`config.mk`:
```
export PLATFORM = sky130hd
export DESIGN_NAME = cascaded_biquad_q14_filter
export DESIGN_NICKNAME = d
export VERILOG_FILES = /design/src/rtl/cbq_pkg.sv /design/src/rtl/cbq_ram.sv /design/src/rtl/cascaded_biquad_q14_filter.sv
export SDC_FILE = /design/constraint.sdc
export NUM_CORES = 2
export LEC_CHECK = 0
export BUFFER_PORTS_ARGS = -buffer_cell sky130_fd_sc_hd__buf_2
export CAP_MARGIN = 10
export CORE_AREA = 10 10 409 411
export DETAILED_ROUTE_END_ITERATION = 8
export DIE_AREA = 0 0 419 421
export GPL_TIMING_DRIVEN = 0
export PLACE_DENSITY_LB_ADDON = 0.25
export SETUP_SLACK_MARGIN = 0.1
export SYNTH_ARGS = -nofsm -noshare
export SYNTH_HDL_FRONTEND = slang
export SYNTH_HIERARCHICAL = 1
export SYNTH_SLANG_ARGS = --single-unit
export TNS_END_PERCENT = 50
```
`constraint.sdc`:
```
create_clock -name clk -period 14.5 [get_ports clk]
set_input_delay 0.725 -clock clk [delete_from_list [all_inputs] [get_ports clk]]
set_output_delay 0.725 -clock clk [all_outputs]
set_load 0.03 [all_outputs]
```
`src/rtl/cbq_pkg.sv`:
```
// Shared types, constants and helpers for the cascaded biquad filter.
package cbq_pkg;

  localparam int SECTIONS     = 5;
  localparam int SEC_W        = (SECTIONS > 1) ? $clog2(SECTIONS) : 1;
  localparam int COEF_COUNT   = 32;
  localparam int COEF_IDX_W   = $clog2(COEF_COUNT);
  localparam int COEF_PER_SEC = 6;
  localparam int COEF_W       = 16;
  localparam int CFG_REGS     = 8;
  localparam int CFG_IDX_W    = $clog2(CFG_REGS);
  localparam int CFG_W        = 64;
  localparam int COEF_PER_REG = CFG_W / COEF_W;
  localparam int GAIN_IDX     = 30;
  localparam int HIST_W       = 16;
  localparam int ACC_W        = 32;
  localparam int FRAC_BITS    = 14;
  localparam int SAMPLE_W     = 14;
  localparam int OUT_W        = 15;
  localparam int DAC_W        = 12;

  // Position of each coefficient within a section's group.
  localparam int C_B0    = 0;
  localparam int C_B1    = 1;
  localparam int C_B2    = 2;
  localparam int C_A1    = 3;
  localparam int C_A2    = 4;
  localparam int C_SCALE = 5;

  localparam logic signed [ACC_W-1:0] SAT_MAX = 32'sd16383;
  localparam logic signed [ACC_W-1:0] SAT_MIN = -32'sd16384;

  typedef enum logic [3:0] {
    ST_IDLE,
    ST_LOAD,
    ST_A1,
    ST_A2,
    ST_B0,
    ST_B1,
    ST_B2,
    ST_SCALE,
    ST_GAIN,
    ST_DONE
  } state_t;

  // Clamp a value to the 15-bit signed range.
  function automatic logic signed [OUT_W-1:0] sat15(input logic signed [ACC_W-1:0] v);
    logic signed [OUT_W-1:0] r;
    if (v > SAT_MAX) begin
      r = SAT_MAX[OUT_W-1:0];
    end else if (v < SAT_MIN) begin
      r = SAT_MIN[OUT_W-1:0];
    end else begin
      r = v[OUT_W-1:0];
    end
    return r;
  endfunction

endpackage

```
`src/rtl/cbq_ram.sv`:
```
// Generic single-port-write, single-port-read RAM with registered read data.
module cbq_ram #(
  parameter int WIDTH = 32,
  parameter int DEPTH = 8
) (
  input  logic                     clk,
  input  logic                     we,
  input  logic [$clog2(DEPTH)-1:0] waddr,
  input  logic [WIDTH-1:0]         wdata,
  input  logic [$clog2(DEPTH)-1:0] raddr,
  output logic [WIDTH-1:0]         rdata
);

  logic [WIDTH-1:0] mem [DEPTH];

  always_ff @(posedge clk) begin
    if (we) begin
      mem[waddr] <= wdata;
    end
    rdata <= mem[raddr];
  end

endmodule

```
`src/rtl/cascaded_biquad_q14_filter.sv`:
```
// Top level of the five-section cascaded biquad filter in Q14 fixed point.
//
// One 14-bit ADC sample enters on the in_ channel as a transfer when in_valid
// is high and in_stall is low. It runs through five direct-form-II biquad
// sections and an output gain, and one result (filtered, dac_code) leaves on
// the out_ channel. The history words of all sections live in one small
// synchronous RAM; a single 16x16 multiplier is shared by every product.
// Each section runs through the steps A1, A2, B0, B1, B2 and SCALE (five
// taps and the scale, one per product), then GAIN applies the output gain;
// the next sample is taken only once the last result is in the output
// register. in_stall is high while an item is in progress.
// The result sits in an output register; a stalled receiver holds it there
// while the next sample is taken and filtered. A finished result waits in
// the last step until the output register is free.
// Coefficients are written through cfg_we/cfg_index/cfg_wdata, four Q14 values
// per 64-bit word, only while the block is idle: a user rule, not enforced.
// Synchronous reset clears all coefficients and marks every history word as
// zero; no clearing pass is needed.
module cascaded_biquad_q14_filter (
  input  logic                                   clk,
  input  logic                                   rst_n,
  input  logic                                   in_valid,
  output logic                                   in_stall,
  input  logic [cbq_pkg::SAMPLE_W-1:0]           in_sample,
  output logic                                   out_valid,
  input  logic                                   out_stall,
  output logic signed [cbq_pkg::OUT_W-1:0]       out_filtered,
  output logic [cbq_pkg::DAC_W-1:0]              out_dac_code,
  input  logic                                   cfg_we,
  input  logic [cbq_pkg::CFG_IDX_W-1:0]          cfg_index,
  input  logic [cbq_pkg::CFG_W-1:0]              cfg_wdata
);

  localparam int HW2 = 2 * cbq_pkg::HIST_W;

  cbq_pkg::state_t state_r, state_nxt;

  logic signed [cbq_pkg::COEF_W-1:0] coef_r [cbq_pkg::COEF_COUNT];

  logic signed [cbq_pkg::ACC_W-1:0]  acc_r, acc_nxt;
  logic signed [cbq_pkg::HIST_W-1:0] w1_r, w1_nxt;
  logic signed [cbq_pkg::HIST_W-1:0] w2_r, w2_nxt;
  logic signed [cbq_pkg::HIST_W-1:0] new_r, new_nxt;
  logic [cbq_pkg::SEC_W-1:0]         sec_r, sec_nxt;
  logic [cbq_pkg::SECTIONS-1:0]      hist_vld_r;

  logic                              out_valid_r;
  logic signed [cbq_pkg::OUT_W-1:0]  out_filtered_r;
  logic [cbq_pkg::DAC_W-1:0]         out_dac_r;

  logic                              in_xfer;
  logic                              last_sec;
  logic                              out_load;
  logic [2:0]                        coef_sel;
  logic [cbq_pkg::COEF_IDX_W-1:0]    coef_idx;
  logic signed [cbq_pkg::COEF_W-1:0] mul_a;
  logic signed [cbq_pkg::HIST_W-1:0] mul_b;
  logic signed [cbq_pkg::ACC_W-1:0]  prod;
  logic signed [cbq_pkg::OUT_W-1:0]  acc_sat;
  logic signed [cbq_pkg::OUT_W-1:0]  fin;

  logic                              ram_we;
  logic [cbq_pkg::SEC_W-1:0]         ram_raddr;
  logic [HW2-1:0]                    ram_wdata;
  logic [HW2-1:0]                    ram_rdata;
  logic signed [cbq_pkg::HIST_W-1:0] rd_w1;
  logic signed [cbq_pkg::HIST_W-1:0] rd_w2;

  // History words: history_one in the upper half, history_two in the lower.
  cbq_ram #(
    .WIDTH (HW2),
    .DEPTH (cbq_pkg::SECTIONS)
  ) u_hist_ram (
    .clk   (clk),
    .we    (ram_we),
    .waddr (sec_r),
    .wdata (ram_wdata),
    .raddr (ram_raddr),
    .rdata (ram_rdata)
  );

  assign in_xfer  = in_valid && !in_stall;
  assign last_sec = (sec_r == cbq_pkg::SEC_W'(cbq_pkg::SECTIONS - 1));
  assign acc_sat  = cbq_pkg::sat15(acc_r >>> cbq_pkg::FRAC_BITS);
  assign prod     = mul_a * mul_b;

  // An entry never written since reset reads as zero.
  assign rd_w1 = hist_vld_r[sec_r] ? ram_rdata[HW2-1:cbq_pkg::HIST_W]   : '0;
  assign rd_w2 = hist_vld_r[sec_r] ? ram_rdata[cbq_pkg::HIST_W-1:0]     : '0;

  // Next state.
  always_comb begin
    state_nxt = state_r;
    case (state_r)
      cbq_pkg::ST_IDLE:  if (in_xfer) state_nxt = cbq_pkg::ST_LOAD;
      cbq_pkg::ST_LOAD:  state_nxt = cbq_pkg::ST_A1;
      cbq_pkg::ST_A1:    state_nxt = cbq_pkg::ST_A2;
      cbq_pkg::ST_A2:    state_nxt = cbq_pkg::ST_B0;
      cbq_pkg::ST_B0:    state_nxt = cbq_pkg::ST_B1;
      cbq_pkg::ST_B1:    state_nxt = cbq_pkg::ST_B2;
      cbq_pkg::ST_B2:    state_nxt = cbq_pkg::ST_SCALE;
      cbq_pkg::ST_SCALE: state_nxt = last_sec ? cbq_pkg::ST_GAIN : cbq_pkg::ST_A1;
      cbq_pkg::ST_GAIN:  state_nxt = cbq_pkg::ST_DONE;
      cbq_pkg::ST_DONE:  if (out_load) state_nxt = cbq_pkg::ST_IDLE;
      default:           state_nxt = cbq_pkg::ST_IDLE;
    endcase
  end

  // Multiplier operands, memory control and handshake outputs.
  always_comb begin
    in_stall  = (state_r != cbq_pkg::ST_IDLE);
    out_load  = (state_r == cbq_pkg::ST_DONE) && (!out_valid_r || !out_stall);
    ram_we    = (state_r == cbq_pkg::ST_SCALE);
    ram_wdata = {new_r, w1_r};
    ram_raddr = (state_r == cbq_pkg::ST_SCALE) ? sec_nxt : sec_r;
    coef_sel  = 3'(cbq_pkg::C_B0);
    mul_b     = '0;
    case (state_r)
      cbq_pkg::ST_A1: begin
        coef_sel = 3'(cbq_pkg::C_A1);
        mul_b    = rd_w1;
      end
      cbq_pkg::ST_A2: begin
        coef_sel = 3'(cbq_pkg::C_A2);
        mul_b    = w2_r;
      end
      cbq_pkg::ST_B0: begin
        coef_sel = 3'(cbq_pkg::C_B0);
        mul_b    = acc_r[cbq_pkg::FRAC_BITS +: cbq_pkg::HIST_W];
      end
      cbq_pkg::ST_B1: begin
        coef_sel = 3'(cbq_pkg::C_B1);
        mul_b    = w1_r;
      end
      cbq_pkg::ST_B2: begin
        coef_sel = 3'(cbq_pkg::C_B2);
        mul_b    = w2_r;
      end
      cbq_pkg::ST_SCALE: begin
        coef_sel = 3'(cbq_pkg::C_SCALE);
        mul_b    = cbq_pkg::HIST_W'(acc_sat);
      end
      cbq_pkg::ST_GAIN: begin
        mul_b    = cbq_pkg::HIST_W'(acc_sat);
      end
      default: begin
        mul_b    = '0;
      end
    endcase
    coef_idx = cbq_pkg::COEF_IDX_W'(32'(sec_r) * cbq_pkg::COEF_PER_SEC + 32'(coef_sel));
    if (state_r == cbq_pkg::ST_GAIN) begin
      mul_a = coef_r[cbq_pkg::GAIN_IDX];
    end else begin
      mul_a = coef_r[coef_idx];
    end
  end

  // Datapath next values.
  always_comb begin
    acc_nxt = acc_r;
    w1_nxt  = w1_r;
    w2_nxt  = w2_r;
    new_nxt = new_r;
    sec_nxt = sec_r;
    case (state_r)
      cbq_pkg::ST_IDLE: begin
        if (in_xfer) begin
          acc_nxt = $signed({4'b0000, in_sample, {cbq_pkg::FRAC_BITS{1'b0}}});
          sec_nxt = '0;
        end
      end
      cbq_pkg::ST_A1: begin
        acc_nxt = acc_r - prod;
        w1_nxt  = rd_w1;
        w2_nxt  = rd_w2;
      end
      cbq_pkg::ST_A2: acc_nxt = acc_r - prod;
      cbq_pkg::ST_B0: begin
        acc_nxt = prod;
        new_nxt = acc_r[cbq_pkg::FRAC_BITS +: cbq_pkg::HIST_W];
      end
      cbq_pkg::ST_B1: acc_nxt = acc_r + prod;
      cbq_pkg::ST_B2: acc_nxt = acc_r + prod;
      cbq_pkg::ST_SCALE: begin
        acc_nxt = prod;
        sec_nxt = last_sec ? '0 : sec_r + 1'b1;
      end
      cbq_pkg::ST_GAIN: acc_nxt = prod;
      default: acc_nxt = acc_r;
    endcase
  end

  assign fin = acc_sat;

  always_ff @(posedge clk) begin
    if (!rst_n) begin
      state_r     <= cbq_pkg::ST_IDLE;
      sec_r       <= '0;
      hist_vld_r  <= '0;
      out_valid_r <= 1'b0;
      for (int i = 0; i < cbq_pkg::COEF_COUNT; i++) begin
        coef_r[i] <= '0;
      end
    end else begin
      state_r <= state_nxt;
      sec_r   <= sec_nxt;
      if (ram_we) begin
        hist_vld_r[sec_r] <= 1'b1;
      end
      if (out_load) begin
        out_valid_r <= 1'b1;
      end else if (!out_stall) begin
        out_valid_r <= 1'b0;
      end
      if (cfg_we) begin
        for (int k = 0; k < cbq_pkg::COEF_PER_REG; k++) begin
          coef_r[{cfg_index, 2'(k)}] <= cfg_wdata[k * cbq_pkg::COEF_W +: cbq_pkg::COEF_W];
        end
      end
    end
  end

  always_ff @(posedge clk) begin
    acc_r <= acc_nxt;
    w1_r  <= w1_nxt;
    w2_r  <= w2_nxt;
    new_r <= new_nxt;
    if (out_load) begin
      out_filtered_r <= fin;
      // Negative results map to the bottom of the DAC range.
      out_dac_r      <= fin[cbq_pkg::OUT_W-1] ? '0 : fin[cbq_pkg::OUT_W-2:2];
    end
  end

  assign out_valid    = out_valid_r;
  assign out_filtered = out_filtered_r;
  assign out_dac_code = out_dac_r;

endmodule
```
Word level (Yosys, flattened, before mapping)
Memories as Yosys holds them, arrays and structs flattened. A register that Yosys moved wholly into a read port is not among the register bits. Index checks and enable logic that the tools add are counted.

Reductions and logical operators: 21. Mux-type cells: 40. Equal/unequal tests: 13. $mul: 2. Add/subtract/negate cells: 4. Bitwise operators: 1. Magnitude comparators: 4.

Operators with widths (count): 32-bit one-hot mux with 4 select lines (1); 16-bit 2-to-1 mux (6); 16-bit one-hot mux with 5 select lines (1); 16-bit OR reduction (4); 4-bit one-hot mux with 10 select lines (1); 32-bit adder (1); 16-bit by 16-bit multiplier with 32-bit output (1); 32-bit 2-to-1 mux (1); 32-bit subtractor (1); 15-bit 2-to-1 mux (2); 5-bit 2-to-1 mux (4); 18-bit by 15-bit greater-than comparator with 1-bit output, second input constant (1); 18-bit by 15-bit less-than comparator with 1-bit output, second input constant (1); 4-bit by 3-bit == test with 1-bit output, second input constant (4); 3-bit one-hot mux with 5 select lines (1); 1-bit 2-to-1 mux (14); 4-bit 2-to-1 mux (3); 3-bit 2-to-1 mux (3); 4-bit by 2-bit == test with 1-bit output, second input constant (2); 4-bit == test, second input constant (2); 4-bit nonzero test (2); 2-bit OR reduction (4); 3-bit one-hot mux with 2 select lines (1); 5-bit by 3-bit adder with 5-bit output (1); other kinds (17) (23).

Memory bits (writable): 672. Flip-flop bits (word level): 120. Word-level logic and storage cells: 97. Output and inout bits: 29. Memories kept: 2. Input port bits: 86.

Memories: coef_r (words 32, bits a word 16, read ports 2, clocked after Yosys merged registers in 0, wr ports 32, RTL line cascaded_biquad_q14_filter.sv:38) `logic signed [cbq_pkg::COEF_W-1:0] coef_r [cbq_pkg::COEF_COUNT];`; u_hist_ram.mem (words 5, bits a word 32, read ports 1, clocked after Yosys merged registers in 1, wr ports 1, RTL line cbq_ram.sv:14) `logic [WIDTH-1:0] mem [DEPTH];`.

Depth between registers and ports, before layout
An unclocked memory read counts as a cell.

Depth after elaboration: 8. Mapped depth: 52.

Modules after synthesis
Netlist, hierarchy kept.

By module, submodules not included: cascaded_biquad_q14_filter (instances 1, area an instance 40606.4 um^2, cells each 3240); cbq_ram (instances 1, area an instance 6904.1 um^2, cells each 383).

Least setup slack after synthesis
Ideal clock, no wire load.

Path kind: register -> register. Start point: register state_r[0]. End point: register acc_r[31] (netlist bit) (data pin). Path buffers: 7. Data required time: 14229 ps. Setup time: 271 ps. Stages on the path, launching flop included: 51. Arrival time: 12356 ps. Slack: 1872 ps. Cell sequence: dfxtp_1 buf_4 clkbuf_1 nor2_1 and2_1 ha_1 fa_1 xor2_1 clkbuf_1 buf_2 buf_1 mux4_2 mux2i_1 o21ai_1 inv_2 nor2_1 fa_1 inv_1 [... 15 more ...] and3_1 clkbuf_1 a21oi_1 xor2_1 ha_1 clkbuf_1 a21o_1 a21o_1 a2111oi_0 nor3_1 o22ai_1 a31oi_1 and4_1 a2111oi_0 o21bai_1 a21oi_1 xnor2_1 o22ai_1.

Longest elaborated chain between the ends: 8. Elaborated cells between the ends (all ways): 22. Those cells by class: 3 x add/sub; 1 x mul; 7 x eq/ne; 4 x mux; 6 x reduce/logical; 1 x memory.

RTL lines: start, declared (RTL line cascaded_biquad_q14_filter.sv:36) `cbq_pkg::state_t state_r, state_nxt;`; start signal, assigned (RTL line cascaded_biquad_q14_filter.sv:197) `state_r <= cbq_pkg::ST_IDLE;`; start signal, assigned (RTL line cascaded_biquad_q14_filter.sv:205) `state_r <= state_nxt;`; 4-bit by 3-bit == test with 1-bit output or 4-bit by 2-bit == test with 1-bit output (tied branches) (RTL line cascaded_biquad_q14_filter.sv:118, cascaded_biquad_q14_filter.sv:165); 3-bit one-hot mux with 5 select lines (RTL line cascaded_biquad_q14_filter.sv:118) `case (state_r)`; 5-bit by 3-bit adder with 5-bit output (RTL line cascaded_biquad_q14_filter.sv:150) `coef_idx = cbq_pkg::COEF_IDX_W'(32'(sec_r) * cbq_pkg::COEF_PER_SEC + 32'(coef_sel));`; memory read 32 x 16 bit; 16-bit 2-to-1 mux (RTL line cascaded_biquad_q14_filter.sv:151) `if (state_r == cbq_pkg::ST_GAIN) begin`; 16-bit by 16-bit multiplier with 32-bit output (RTL line cascaded_biquad_q14_filter.sv:85) `assign prod = mul_a * mul_b;`; 32-bit adder or 32-bit subtractor (tied branches); 32-bit one-hot mux with 4 select lines * (RTL line cascaded_biquad_q14_filter.sv:165) `case (state_r)`; net acc_nxt (one bit) (RTL line cascaded_biquad_q14_filter.sv:40) `logic signed [cbq_pkg::ACC_W-1:0] acc_r, acc_nxt;`; end signal, assigned (RTL line cascaded_biquad_q14_filter.sv:224) `acc_r <= acc_nxt;`; end, declared (RTL line cascaded_biquad_q14_filter.sv:40).

Mark *: on every way through the listed nets, which the timed path passes. The rest lies on a longest branch. A chain may end at the register's enable or synchronous reset.

Final worst setup path
Start point: register state_r[3]. End point: register acc_r[31] (netlist bit) (data pin).

Same word-level chain as after synthesis.

==> run_results.csv <==
group,metric,value,unit
clock_tree,cts-root-buf,"clkbuf_16",
sta,finalCritPeriodShare,0.9389,
finish,fin_util,0.3426,
clock_tree,cts_made_buffers,91,
synthesis,synth_compound_area_frac,0.05878,
pwr,swShare,0.3241,
pwr,peakVddDrop,90.32,µV
grt,grt-ovfl-total,0,
grt,antenna_found_initial,47,
clock_tree,cts_sinks,824,
sta,fin_crit,13.61,ns
synthesis,ys_types,83,
setup_path,crit_fanout,10,
synthesis,yosys.area_share.adder,0.1439,
die,dieArea,0.1764,mm²
clock_tree,cts_hold_buf,0,
sta,rsz0062_at_grt,"false",
sta,max_freq,73.46,MHz
setup_path,critical_path.startpoint,"state_r[3]",
pwr,p_sw,2.341,mW
setup_path,timing_worst_setup_path_type,"reg -> reg",
synthesis,synth_warnings,6,
sta,worst_slew_pin_slew,1.350,ns
sta,max_slew_margin,0.1002,
sta,setup_viol,0,
clock_tree,htreeDepth,3,
finish,fin_cells,6041,
grt,grt_max_degree,39,
setup_path,reg2reg_from,"state_r[3]",
place,io_buffers,114,
synthesis,synth_nets,4096,
setup_path,critPathLaunchType,"flip-flop",
grt,grt_pass1_vias,30690,
grt,grt.total_usage,0.1677,
synthesis,mappedNetlistArea,0.04751,mm²
sta,clock_skew,0.06318,ns
clock_tree,cts_tree,"yes",
sta,slew_viol_final,0,
die,coreArea,0.1595,mm²
die,die_h,421,µm
synthesis,synthTopCellsByCount,"779 x edfxtp_1, 623 x and2_1, 352 x inv_1",
place,dpl.cell_count,5862,
grt,grt_first_pass_wirelength,218000,µm
pwr,seq_power_share,0.393,
pwr,p_int,4.882,mW
setup_path,endpoint,"acc_r[31]",
synthesis,synth_area_leader_cell,"edfxtp_1",
setup_path,end_kind,"flip-flop",
synthesis,yosys.area_share.simple,0.1369,
routing,avgRoutedWirePerCell,24.87,µm
pwr,power_density,132.2,mW/mm²
setup_path,crit_path_top_delay_cell,"o21ai_1",
setup_path,cp.arrival,14.01,ns
setup_path,r2r-end,"acc_r[31]",
synthesis,synth_flop_cell,"edfxtp_1",
synthesis,avgSynthCellArea,13.11,µm²
synthesis,synth_area_leaders,"edfxtp_1 49%, fa_1 11%, and2_1 8.2%, mux4_2 7.3%, ha_1 3.2%",
setup_path,crit_buf_inv,9,
setup_path,rrSetupSlack,0.89,ns
routing,drt-total-wl,150200,µm
sta,setup_slack,0.8866,ns
synthesis,synth_top_family_by_area,"adder cells",
setup_path,cpLargestDelayFamily,"compound AO/OA/AOI/OAI gates",
routing,vias,29800,
setup_path,ff2ff_path_depth,46,
job,maxCapViolCount,0,
place,hpwlAfterDp,107400,µm
synthesis,synthMuxAreaShare,0.08585,
die,die_w,419,µm
synthesis,syn_inst,3623,
worst_hold_path,hp-class,"in -> reg",
routing,viasPerCell,4.933,
routing,final_antenna_net_count,0,
routing,first_iter_violations,2687,
die,start_util,0.2979,
setup_path,critPathMostFrequentCell,"fa_1",
die,rows,147,
synthesis,ys_ff_latch,824,
clock_tree,clk_pin_slew,0.06,ns
synthesis,synth.most_common_cell,"edfxtp_1",
run_status,status,"completed",
sta,holdWs,0.3434,ns
pwr,power_frac_clock,0.317,
clock_tree,clock_latency,0.71,ns
pwr,pwr-share-comb,0.290,
setup_path,cp.required,14.90,ns
synthesis,synth_edf_count,779,
setup_path,path_depth,46,
synthesis,synth_xor_area_frac,0.01841,
finish,fillCellCount,15650,
finish,syn_to_final_growth,14.97,%
routing,firstDrtPassIters,8,
place,gp_congestion,0.8482,
finish,drive_above_1_share,0.1437,
clock_tree,clockBufferDepth,3,
finish,final_net_count,4349,
routing,drc_errors,0,
sta,hold_viol,0,
synthesis,netlist.area_leader.share,0.4924,
place,pre_cts_ws,-1.459,ns
pwr,p_leak,20.52,nW
pwr,power,7.223,mW
setup_path,critical-path-max-stage-delay,0.99,ns
synthesis,ys_seq_area_frac,0.5113,
die,ioPinCount,115,
synthesis,async_flop_share,0,
-- sequential cells by signal (all words and copies together), names as in the netlist --
signal            count
w1_r                 16
coef_r              512
state_r               4
u_hist_ram/rdata     32
out_filtered         15
w2_r                 16
hist_vld_r            5
out_dac_code         12
sec_r                 3
acc_r                32
u_hist_ram/mem      160
out_valid             1
new_r                16
-- metal layers --
metal,GRT usage,vias up,share of wire
met1,0.2218,15380,0.43
li1,-,13210,-
met2,0.2819,960,0.49
met4,0.04799,14,0.028
met3,0.02747,232,0.057
met5,0,-,0.00045
-- power by group through the flow --
| stage | logic [mW] | registers (mW) | clock network, mW |
|---|---|---|---|
| 2_1_floorplan | 1.50 | 2.85 | 0 |
| 3_3_place_gp | 2.02 | 2.91 | 0 |
| 3_5_place_dp | 2.05 | 2.89 | 0 |
| 4_1_cts | 2.07 | 2.84 | 2.34 |
| 5_1_grt | 2.32 | 2.85 | 2.43 |
| 6_report | 2.10 | 2.84 | 2.29 |
-- layout make-up --
cell class,count,area (µm²),area share
tap,2086,2610,0.04778
sequential,824,24290,0.4447
clock buffer,119,2434,0.04455
multi-input combinational,2265,21340,0.3906
inverter,357,1340,0.02453
timing repair buffer,160,1291,0.02364
clock inverter,45,446.7,0.008177
buffer,177,853.3,0.01562
antenna,8,20.02,0.0003665
-- cells in the final DEF (no fill, tap or decap), drive strengths merged, types with 58 or more instances in the layout --
master	instances
nand2	173
mux4	153
o21ai	86
edfxtp	779
and2	623
fa	266
clkbuf	256
inv	361
a21oi	72
buf	200
ha	121
xnor2	58
nor2	167
nor2b	73
mux2i	61
-- logic make-up after synthesis --
group           after synthesis
compound gates              392
xor+xnor                     99
simple gates               1171
fa+ha+maj                   387
mux                         216
buf+inv                     534
flops                       824
-- how the worst min path moves through the flow --
stage | startpoint | to | slack (ns) | depth (start not counted)
detailed placement | hist_vld_r[3] | hist_vld_r[3] | 0.48 | 2
global route | in_sample[8] | acc_r[22] | 0.32 | 3
floorplan | hist_vld_r[2] | hist_vld_r[2] | 0.45 | 2
finish | in_sample[8] | acc_r[22] | 0.34 | 3
CTS | in_sample[8] | acc_r[22] | 0.27 | 3
global placement | hist_vld_r[1] | hist_vld_r[1] | 0.47 | 2
-- metrics by stage --
step	cell area (µm²)	setup TNS, ns
finish	54620	0
CTS	54450	0
global placement	50690	-11.35
global route	54610	0
detailed placement	51480	-4.256
floorplan	47510	0
-- worst min-delay path: stages --
cell	delay, ns
buf_2	0.09
nand2_1	0.04
o221ai_1	0.06
-- repair_timing --
item	CTS	global route
gates cloned	0	0
endpoints found under the setup margin	9	3
resized for setup	38	43
buffers inserted	0	4
pin swaps	0	1
Note: power is estimated with default switching activity, not from simulation.
